## src/rtl/fcwl_pkg.sv

```systemverilog
// Shared constants, types and a helper function for the frame change warning level block.
package fcwl_pkg;

	localparam int THUMB_WIDTH    = 48;
	localparam int THUMB_ROWS_MAX = 64;
	localparam int STORE_DEPTH    = THUMB_WIDTH * THUMB_ROWS_MAX;
	localparam int IDX_W          = $clog2(STORE_DEPTH);
	localparam int CNT_W          = $clog2(STORE_DEPTH + 1);
	localparam int SUM_W          = CNT_W + 8;
	localparam int Q16_W          = 17;
	localparam logic [15:0] ALPHA_RESET = 16'd7701;
	localparam logic [16:0] Q16_ONE     = 17'd65536;

	// Frame-close word handed from the pixel path to the frame-end unit
	typedef struct packed {
		logic [SUM_W-1:0] sum;
		logic [CNT_W-1:0] count;
		logic             matched;
	} frame_info_t;

	// Integer luma floor((11b + 59g + 30r) / 100); the divide is a reciprocal multiply
	function automatic logic [7:0] luma_of(input logic [7:0] b, input logic [7:0] g,
			input logic [7:0] r);
		logic [14:0] s;
		logic [31:0] p;
		logic [7:0]  qt;
		logic [14:0] rem;
		s   = 15'(11 * b) + 15'(59 * g) + 15'(30 * r);
		p   = 32'(s) * 32'd41944;
		qt  = p[29:22];
		rem = s - 15'(qt) * 15'd100;
		if (rem >= 15'd100)
			qt = qt + 8'd1;
		return qt;
	endfunction

endpackage

```

## src/rtl/fcwl_frame.sv

```systemverilog
// Frame-end unit: serial divide for the change, level smoothing and HSV overlay colour.
module fcwl_frame (
	input  logic                  clk,
	input  logic                  arst_n,
	input  logic                  start,
	input  fcwl_pkg::frame_info_t info,
	input  logic [15:0]           alpha_cfg,
	output logic                  busy,
	output logic                  done,
	output logic [16:0]           change_o,
	output logic [16:0]           level_o,
	output logic [7:0]            r_o,
	output logic [7:0]            g_o,
	output logic [7:0]            b_o,
	output logic                  matched_o
);

	localparam logic [2:0] ST_IDLE = 3'd0;
	localparam logic [2:0] ST_DIV  = 3'd1;
	localparam logic [2:0] ST_MUL  = 3'd2;
	localparam logic [2:0] ST_LVL  = 3'd3;
	localparam logic [2:0] ST_COL  = 3'd4;
	localparam logic [2:0] ST_FIN  = 3'd5;
	localparam logic [2:0] ST_HSV  = 3'd6;
	localparam int NUM_W = fcwl_pkg::SUM_W + 17;
	localparam int DEN_W = fcwl_pkg::CNT_W + 8;

	logic [2:0]        st_q;
	logic [NUM_W-1:0]  num_q;
	logic [DEN_W:0]    rem_q;
	logic [DEN_W-1:0]  den_q;
	logic [5:0]        bit_q;
	logic [NUM_W-1:0]  quo_q;
	logic [16:0]       chg_q;
	logic [16:0]       lvl_q;
	logic              mat_q;
	logic signed [34:0] prod_q;
	logic [17:0]       xq_q;
	logic [17:0]       xt_q;
	logic [15:0]       alpha;
	logic [DEN_W:0]    rsh;
	logic signed [17:0] diff;
	logic [34:0]       mag;
	logic [18:0]       stepm;
	logic signed [19:0] lv;
	logic [17:0]       pos;
	logic [15:0]       frac;
	logic [16:0]       gq;
	logic [16:0]       gt;
	logic [7:0]        qb;
	logic [7:0]        tb;
	logic [7:0]        vb;
	logic [7:0]        pb;

	// round(255*0.92*(1 - 0.82*g/65536)) = floor((19259392000 - 240465g) / (2^17 * 625));
	// first part: numerator shifted down by 2^17
	function automatic logic [17:0] chan_x(input logic [16:0] g);
		logic [34:0] n;
		n = 35'd19259392000 - 35'(g) * 35'd240465;
		return n[34:17];
	endfunction

	// Second part: divide by 625 as a reciprocal multiply, exact for x below 2^18
	function automatic logic [7:0] chan_k(input logic [17:0] x);
		logic [35:0] p;
		p = 36'(x) * 36'd214749;
		return p[34:27];
	endfunction

	assign alpha = (alpha_cfg == '0) ? fcwl_pkg::ALPHA_RESET : alpha_cfg;
	assign busy  = st_q != ST_IDLE;
	assign rsh   = {rem_q[DEN_W-1:0], num_q[NUM_W-1]};
	assign diff  = $signed({1'b0, fcwl_pkg::Q16_ONE - chg_q}) - $signed({1'b0, lvl_q});
	assign mag   = prod_q[34] ? 35'(-prod_q) : 35'(prod_q);
	assign stepm = 19'((mag + 35'd32768) >> 16);
	assign lv    = prod_q[34] ? $signed({3'b0, lvl_q}) - $signed({1'b0, stepm})
		: $signed({3'b0, lvl_q}) + $signed({1'b0, stepm});
	assign pos   = {fcwl_pkg::Q16_ONE - lvl_q, 1'b0};
	assign frac  = pos[15:0];
	assign gq    = {1'b0, frac};
	assign gt    = fcwl_pkg::Q16_ONE - gq;
	assign qb    = chan_k(xq_q);
	assign tb    = chan_k(xt_q);
	assign vb    = chan_k(chan_x(17'd0));
	assign pb    = chan_k(chan_x(fcwl_pkg::Q16_ONE));

	// Sequence the frame-end work
	always_ff @(posedge clk or negedge arst_n) begin
		if (!arst_n) begin
			st_q  <= ST_IDLE;
			lvl_q <= '0;
			done  <= 1'b0;
		end else begin
			done <= 1'b0;
			unique case (st_q)
				ST_IDLE: if (start) begin
					num_q <= NUM_W'({info.sum, 16'd0}) + NUM_W'((DEN_W'(info.count) * 8'd255) >> 1);
					den_q <= DEN_W'(info.count) * 8'd255;
					rem_q <= '0;
					quo_q <= '0;
					bit_q <= 6'(NUM_W);
					mat_q <= info.matched;
					st_q  <= info.matched ? ST_DIV : ST_MUL;
					chg_q <= fcwl_pkg::Q16_ONE;
				end
				ST_DIV: begin
					// One quotient bit a cycle
					num_q <= num_q << 1;
					if (rsh >= {1'b0, den_q}) begin
						rem_q <= rsh - {1'b0, den_q};
						quo_q <= {quo_q[NUM_W-2:0], 1'b1};
					end else begin
						rem_q <= rsh;
						quo_q <= {quo_q[NUM_W-2:0], 1'b0};
					end
					bit_q <= bit_q - 1'b1;
					if (bit_q == 6'd1)
						st_q <= ST_MUL;
				end
				ST_MUL: begin
					if (mat_q)
						chg_q <= (quo_q > NUM_W'(fcwl_pkg::Q16_ONE)) ? fcwl_pkg::Q16_ONE
							: quo_q[16:0];
					st_q <= ST_LVL;
				end
				ST_LVL: begin
					prod_q <= 35'(diff) * $signed({1'b0, alpha});
					st_q   <= ST_COL;
				end
				ST_COL: begin
					if (lv < 0)
						lvl_q <= '0;
					else if (lv > 20'sd65536)
						lvl_q <= fcwl_pkg::Q16_ONE;
					else
						lvl_q <= lv[16:0];
					st_q <= ST_HSV;
				end
				ST_HSV: begin
					// Hold the scaled numerators of the two varying channels
					xq_q <= chan_x(gq);
					xt_q <= chan_x(gt);
					st_q <= ST_FIN;
				end
				ST_FIN: begin
					unique case (pos[17:16])
						2'd0:    begin r_o <= vb; g_o <= tb; b_o <= pb; end
						2'd1:    begin r_o <= qb; g_o <= vb; b_o <= pb; end
						default: begin r_o <= pb; g_o <= vb; b_o <= tb; end
					endcase
					change_o  <= chg_q;
					level_o   <= lvl_q;
					matched_o <= mat_q;
					done      <= 1'b1;
					st_q      <= ST_IDLE;
				end
				default: st_q <= ST_IDLE;
			endcase
		end
	end

endmodule

```

## config.mk

```make
export PLATFORM = sky130hd
export DESIGN_NAME = fcwl_frame
export DESIGN_NICKNAME = d
export VERILOG_FILES = /design/src/rtl/fcwl_pkg.sv /design/src/rtl/fcwl_frame.sv
export SDC_FILE = /design/constraint.sdc
export NUM_CORES = 2
export LEC_CHECK = 0
export BUFFER_PORTS_ARGS = -buffer_cell sky130_fd_sc_hd__clkbuf_2
export CORE_MARGIN = 4
export CORE_UTILIZATION = 39
export CTS_CLUSTER_DIAMETER = 150
export DETAILED_ROUTE_END_ITERATION = 12
export GPL_ROUTABILITY_DRIVEN = 0
export PLACE_DENSITY_LB_ADDON = 0.15
export REMOVE_ABC_BUFFERS = 1
export SLEW_MARGIN = 15
export SYNTH_ARGS = -nofsm -noshare
export SYNTH_HDL_FRONTEND = slang
export SYNTH_SLANG_ARGS = --single-unit
```

## constraint.sdc

```tcl
create_clock -name clk -period 21.8 [get_ports clk]
set_input_delay 2.18 -clock clk [delete_from_list [all_inputs] [get_ports clk]]
set_output_delay 2.18 -clock clk [all_outputs]
set_load 0.1 [all_outputs]
```

After elaboration in Yosys (flattened, before gate mapping):

Cells that the tools add are included.

* add/sub/neg operators: 13
* multipliers: 7
* magnitude comparators: 4
* equal/unequal tests: 11
* muxes and demuxes: 25
* reduce and logical (&&, ||, !) cells: 14

Operator list (number)
* case mux 37 bit (2 select lines): 2
* 2-to-1 mux 17 bit: 5
* 2-to-1 mux 37 bit: 2
* multiplier 18 x 18 -> 35 bit, second input constant: 2
* 2-to-1 mux 20 bit: 3
* multiplier 12 x 8 -> 20 bit, second input constant: 2
* case mux 20 bit (2 select lines): 1
* adder 36 x 19 -> 37 bit: 1
* greater-than comparator 37 x 17 -> 1 bit, second input constant: 1
* adder 35 x 16 -> 35 bit, second input constant: 1
* multiplier 17 x 18 -> 35 bit, second input constant: 1
* multiplier 18 x 17 -> 35 bit: 1
* 2-to-1 mux 35 bit: 1
* negation 35 bit: 1
* subtractor 35 x 34 -> 35 bit, first input constant: 1
* subtractor 35 bit, first input constant: 1
* case mux 17 bit (2 select lines): 1
* subtractor 17 bit, first input constant: 2
* multiplier 15 x 18 -> 33 bit, second input constant: 1
* >= comparator 21 x 20 -> 1 bit: 1
* adder 17 x 19 -> 20 bit: 1
* greater-than comparator 20 x 18 -> 1 bit, second input constant: 1
* less-than comparator 20 x 1 -> 1 bit, second input constant: 1
* subtractor 17 x 19 -> 20 bit: 1
* other kinds (27): 39

* flip-flop bits (word level): 289
* input bits: 52
* output and inout port bits: 61
* word-level logic and storage cells: 93

Longest topological paths before layout:

* word-level depth: 8
* gate-level depth with buffers: 43
* depth with buffers taken out: 42

Least setup slack after synthesis:

Ideal clock, no wire load.

* kind: register to register
* start: reg lvl_q[0]
* end: reg prod_q[33] (data pin)
* setup time: 262 ps
* data arrival time: 8999 ps
* required time: 21538 ps
* path slack: 12539 ps
* stages on the path, launching flop included: 41
* path buffers: 2
* clock period less this slack: 9261 ps
* cells stage by stage: dfrtp_1 > ha_1 > inv_1 > fa_1 > a21o_1 > a21oi_1 > o21ai_0 > a21oi_1 > o21ai_0 > a21oi_1 > o21bai_1 > a21oi_1 > o21ai_0 > a211o_1 > o211a_1 > clkbuf_1 > nor2_1 > clkbuf_1 > (+5 left out) > fa_1 > fa_1 > inv_1 > fa_1 > inv_1 > ha_1 > a21o_1 > a21oi_1 > nand3b_1 > a211o_1 > nand3_1 > a21boi_0 > nor2_1 > o211a_1 > nor3_1 > a211oi_1 > a21oi_1 > xor2_1

* word-level cells in the longest chain between the ends: 2

Ends and longest elaborated chain
* from (decl): line fcwl_frame.sv:35 `logic [16:0] lvl_q;`
* from (signal assigned): line fcwl_frame.sv:134 `lvl_q <= fcwl_pkg::Q16_ONE;`
* from (signal assigned): line fcwl_frame.sv:136 `lvl_q <= lv[16:0];`
* subtractor 17 x 17 -> 18 bit: line fcwl_frame.sv:73 `assign diff = $signed({1'b0, fcwl_pkg::Q16_ONE - chg_q}) - $signed({1'b0, lvl_q});`
* multiplier 18 x 17 -> 35 bit: line fcwl_frame.sv:127 `prod_q <= 35'(diff) * $signed({1'b0, alpha});`
* to (signal assigned): line fcwl_frame.sv:127
* to (decl): line fcwl_frame.sv:37 `logic signed [34:0] prod_q;`

Every way passes these cells.
A chain may end at the register's enable or synchronous reset.

Worst setup path in the final report:

* start: reg lvl_q[1]
* end: reg prod_q[33] (data pin)

Same word-level chain as after synthesis.

==> impl_results.html <==
<table>
<tr><th>Metric</th><th>Value</th></tr>
<tr><th colspan="2">Status</th></tr>
<tr><td>Run status</td><td>finished clean</td></tr>
<tr><th colspan="2">Place</th></tr>
<tr><td>HPWL Detailed</td><td>102,000 um</td></tr>
<tr><td>Count of buffers from port buffering</td><td>112</td></tr>
<tr><th colspan="2">Finish</th></tr>
<tr><td>Relative area change from synthesis to final layout</td><td>7.66%</td></tr>
<tr><td>Net count reported at finish</td><td>6,896</td></tr>
<tr><td>Share of post-route cells with drive strength above 1</td><td>0.0514</td></tr>
<tr><td>Storage element area</td><td>8570 um^2</td></tr>
<tr><td>Filler cell count in the final layout</td><td>12,800</td></tr>
<tr><td>Combined area of the multi-input logic cells</td><td>37,200 um^2</td></tr>
<tr><th colspan="2">STA</th></tr>
<tr><td>Final TNS setup</td><td>0 ps</td></tr>
<tr><td>Worst rel slew slack</td><td>0.191</td></tr>
<tr><td>Final-report max-slew violation count</td><td>0</td></tr>
<tr><td>Share of the cycle needed by the critical path after routing</td><td>0.471</td></tr>
<tr><td>Hold violation count in the final report</td><td>0</td></tr>
<tr><td>Maximum clock rate</td><td>97.5 MHz</td></tr>
<tr><td>Transition at the pin with the smallest max-transition slack</td><td>1200 ps</td></tr>
<tr><td>Clock tree skew after final layout</td><td>42.9 ps</td></tr>
<tr><td>Setup-failing EPs final</td><td>0</td></tr>
<tr><td>Final period demand of the worst path</td><td>10,260 ps</td></tr>
<tr><td>RSZ-0062 raised after global routing</td><td>false</td></tr>
<tr><th colspan="2">Clock network</th></tr>
<tr><td>Clk Latency, worst-skew pair</td><td>610 ps</td></tr>
<tr><td>Maximum clock insertion buffer count</td><td>3</td></tr>
<tr><td>Hold buffer count at CTS</td><td>0</td></tr>
<tr><td>Number of levels in the clock H-tree</td><td>2</td></tr>
<tr><td>Setup bufs post-CTS</td><td>0</td></tr>
<tr><td>Reg clk slew, reported paths</td><td>60 ps</td></tr>
<tr><td>Num CTS Buffers</td><td>38</td></tr>
<tr><td>Post-cts sizing count</td><td>0</td></tr>
<tr><td>Clock tree from TritonCTS</td><td>built</td></tr>
<tr><td>Total clock sinks</td><td>289</td></tr>
<tr><td>Root buf cell</td><td>clkbuf_16</td></tr>
<tr><th colspan="2">Worst hold path</th></tr>
<tr><td>Class of the most critical hold timing path</td><td>reg2reg</td></tr>
<tr><td>Worst Hold End</td><td>num_q[16]</td></tr>
<tr><td>Launch point of the worst hold path</td><td>num_q[15]</td></tr>
<tr><td>Hold Path Stages</td><td>2</td></tr>
<tr><th colspan="2">Critical path</th></tr>
<tr><td>Critical Setup Path Class</td><td>reg2reg</td></tr>
<tr><td>Critical path arrival</td><td>10,610 ps</td></tr>
<tr><td>End of the worst register-to-register path</td><td>prod_q[33]</td></tr>
<tr><td>Slack of the worst reg-to-reg path</td><td>11,540 ps</td></tr>
<tr><td>Critical Path Fanout Max</td><td>17</td></tr>
<tr><td>Kind of launch point of the worst setup path</td><td>register</td></tr>
<tr><td>Top Family by Delay on Critical Path</td><td>compound AO/OA/AOI/OAI gates</td></tr>
<tr><td>Slowest cell on the critical path</td><td>dfrtp_1</td></tr>
<tr><td>Biggest cell delay along the critical path</td><td>570 ps</td></tr>
<tr><td>Cell repeated most along the worst path</td><td>fa_1</td></tr>
<tr><td>Buffers &amp; Inverters on Critical Path</td><td>6</td></tr>
<tr><td>Startpoint of the most critical register-to-register path</td><td>lvl_q[1]</td></tr>
<tr><td>Critical Path Sink Type</td><td>register</td></tr>
<tr><td>Endpoint required time on the critical path</td><td>22,160 ps</td></tr>
<tr><td>Number of cell instances on the worst register-to-register path</td><td>40</td></tr>
<tr><th colspan="2">Logic synthesis</th></tr>
<tr><td>Synth Warn #</td><td>0</td></tr>
<tr><td>Unique cell type count in the Yosys netlist</td><td>93</td></tr>
<tr><td>Most numerous cell in the Yosys netlist</td><td>inv_1</td></tr>
<tr><td>Proportion of synthesized area in mux cells</td><td>0.00597</td></tr>
<tr><td>Top cell type's share of synthesized area</td><td>0.310</td></tr>
<tr><td>Post-synthesis register bit count</td><td>289</td></tr>
<tr><td>Library cell occupying the most area in the post-synthesis netlist</td><td>fa_1</td></tr>
<tr><td>Ys async rst share</td><td>0.0727</td></tr>
<tr><td>Sequential element share of the synthesized area</td><td>0.168</td></tr>
<tr><td>Synthesized-area fraction occupied by xor and xnor cells</td><td>0.0487</td></tr>
<tr><td>Largest cells by area after synthesis</td><td>fa_1 31%, ha_1 18%, edfxtp_1 16%, inv_1 9.8%, xnor2_1 3.2%</td></tr>
<tr><td>Combinational family with the most area after synthesis</td><td>adder cells</td></tr>
<tr><td>Area of the mapped netlist</td><td>51,200 um^2</td></tr>
<tr><td>Share of the synthesized area in compound gates (AO/OA/AOI/OAI)</td><td>0.0719</td></tr>
<tr><td>Top cells by instance count after synthesis</td><td>1,334 x inv_1, 792 x fa_1, 733 x ha_1, 366 x nand2_1, 268 x edfxtp_1</td></tr>
<tr><td>Number of synthesized flops with an enable pin</td><td>268</td></tr>
<tr><td>Most common flop cell mapped by yosys</td><td>edfxtp_1</td></tr>
<tr><td>Post-synthesis area per instance</td><td>9.77 um^2</td></tr>
<tr><td>Cell count after synthesis</td><td>5,237</td></tr>
<tr><td>Post-Synth Adder-Cell Area</td><td>0.490</td></tr>
<tr><td>Basic-gate share of the synthesized area counting and, or, nand and nor cells</td><td>0.109</td></tr>
<tr><th colspan="2">Floorplanning</th></tr>
<tr><td>Placement row count</td><td>132</td></tr>
<tr><td>Vert. Die Dim</td><td>370 um</td></tr>
<tr><td>Die footprint</td><td>137,000 um^2</td></tr>
<tr><td>Initial core utilization</td><td>0.394</td></tr>
<tr><td>Core Footprint</td><td>130,000 um^2</td></tr>
<tr><td>Horizontal die dimension</td><td>370 um</td></tr>
<tr><td>Number of top-level pins</td><td>113</td></tr>
<tr><th colspan="2">Routing</th></tr>
<tr><td>Final antenna-violating net count</td><td>0</td></tr>
<tr><td>Vias</td><td>34,400</td></tr>
<tr><td>Detailed Route WL</td><td>121,000 um</td></tr>
<tr><td>Average vias per placed instance</td><td>4.86</td></tr>
<tr><td>Average wire per standard cell</td><td>17.1 um</td></tr>
<tr><td>Post-route DRC</td><td>0</td></tr>
<tr><td>Pre-antenna DRT Iters</td><td>5</td></tr>
<tr><td>Number of DRC violations after detailed-routing iteration 0</td><td>1,741</td></tr>
<tr><th colspan="2">Global route</th></tr>
<tr><td>Maximum number of pins on one net before global-route repair</td><td>94</td></tr>
<tr><td>First-pass GRT wire length</td><td>199,000 um</td></tr>
<tr><td>Global-route congestion overflow total</td><td>0</td></tr>
<tr><td>Initial antenna violation count</td><td>9</td></tr>
<tr><td>Global Route Usage Sum</td><td>0.182</td></tr>
<tr><td>Via count of the first global-routing pass</td><td>36,200</td></tr>
<tr><th colspan="2">Run</th></tr>
<tr><td>Maximum capacitance violations</td><td>0</td></tr>
</table>
==> logic make-up (layout without fill, tap and decap cells) <==
group / count (synthesis) / count (layout)
adders and majority gates: 1529 / 1529
buffers and inverters: 1449 / 1559
and+or+nand+nor: 1103 / 1103
AOI/OAI and AO/OA: 553 / 553
DFF: 289 / 289
xor gates and xnor gates: 284 / 284
muxes: 30 / 30
other: 0 / 1
==> metrics by stage <==
stage | instance area [um^2] | instances | util | setup slack [ps] | hold slack [ps]
3_3_place_gp | 53800 | 7021 | 0.414 | 11690 | 487
5_1_grt | 55100 | 7089 | 0.424 | 10690 | 528
4_1_cts | 55100 | 7089 | 0.424 | 11570 | 508
2_1_floorplan | 50700 | 5122 | - | 12260 | 426
3_5_place_dp | 53800 | 7021 | 0.414 | 11520 | 492
6_report | 55100 | 7090 | 0.424 | 11540 | 508
==> final cells by class <==
type                    instances  area share
multi-input cells            3499       0.675
flip-flops and latches        289       0.156
inverters                    1334      0.0909
well taps                    1742      0.0396
clock buffers                  45      0.0177
repair buffers                157      0.0163
clock inverters                23     0.00518
diodes                          1   0.0000454
==> sequential cells by signal, indices dropped and copies added (netlist names), 18 cells and up <==
| signal | cells |
|---|---|
| num_q | 37 |
| quo_q | 37 |
| prod_q | 35 |
| den_q | 20 |
| rem_q | 20 |
| xq_q | 18 |
| xt_q | 18 |
==> tightest hold or removal path: stages (launching register included) <==
cell	delay, ps
edfxtp_1	320
nand2_1	50
nand2_1	40
==> metal layers <==
metal,up-vias,GRT usage,share of wire
met1,17000,0.261,0.48
li1,16700,-,-
met5,-,0,0.00022
met2,562,0.296,0.46
met3,100,0.0276,0.046
met4,4,0.0313,0.016
==> layout by cell type (no fill, tap or decap), types with 47 or more instances in the layout <==
cell type / instances
clkbuf_2: 112
nor2_1: 167
inv_1: 1334
nor3_1: 65
xnor2_1: 189
xor2_1: 93
a21o_1: 57
a21oi_1: 138
nand3_1: 65
and2_1: 174
nand2_1: 366
fa_1: 792
edfxtp_1: 268
ha_1: 733
nor2b_1: 47
o21ai_0: 111
==> how the worst max path moves through the flow <==
stage	cells after the start	slack [ps]	startpoint	endpoint
after floorplan	39	12260	lvl_q[0]	prod_q[34]
after global placement	39	11690	lvl_q[1]	prod_q[34]
after detailed placement	30	11520	alpha_cfg[8]	prod_q[33]
after CTS	40	11570	lvl_q[1]	prod_q[33]
after global routing	40	10690	lvl_q[1]	prod_q[33]
final	40	11540	lvl_q[1]	prod_q[33]
Power is not shown: default switching activity piles up to over one toggle a cycle in this logic, so the estimate is an artifact.
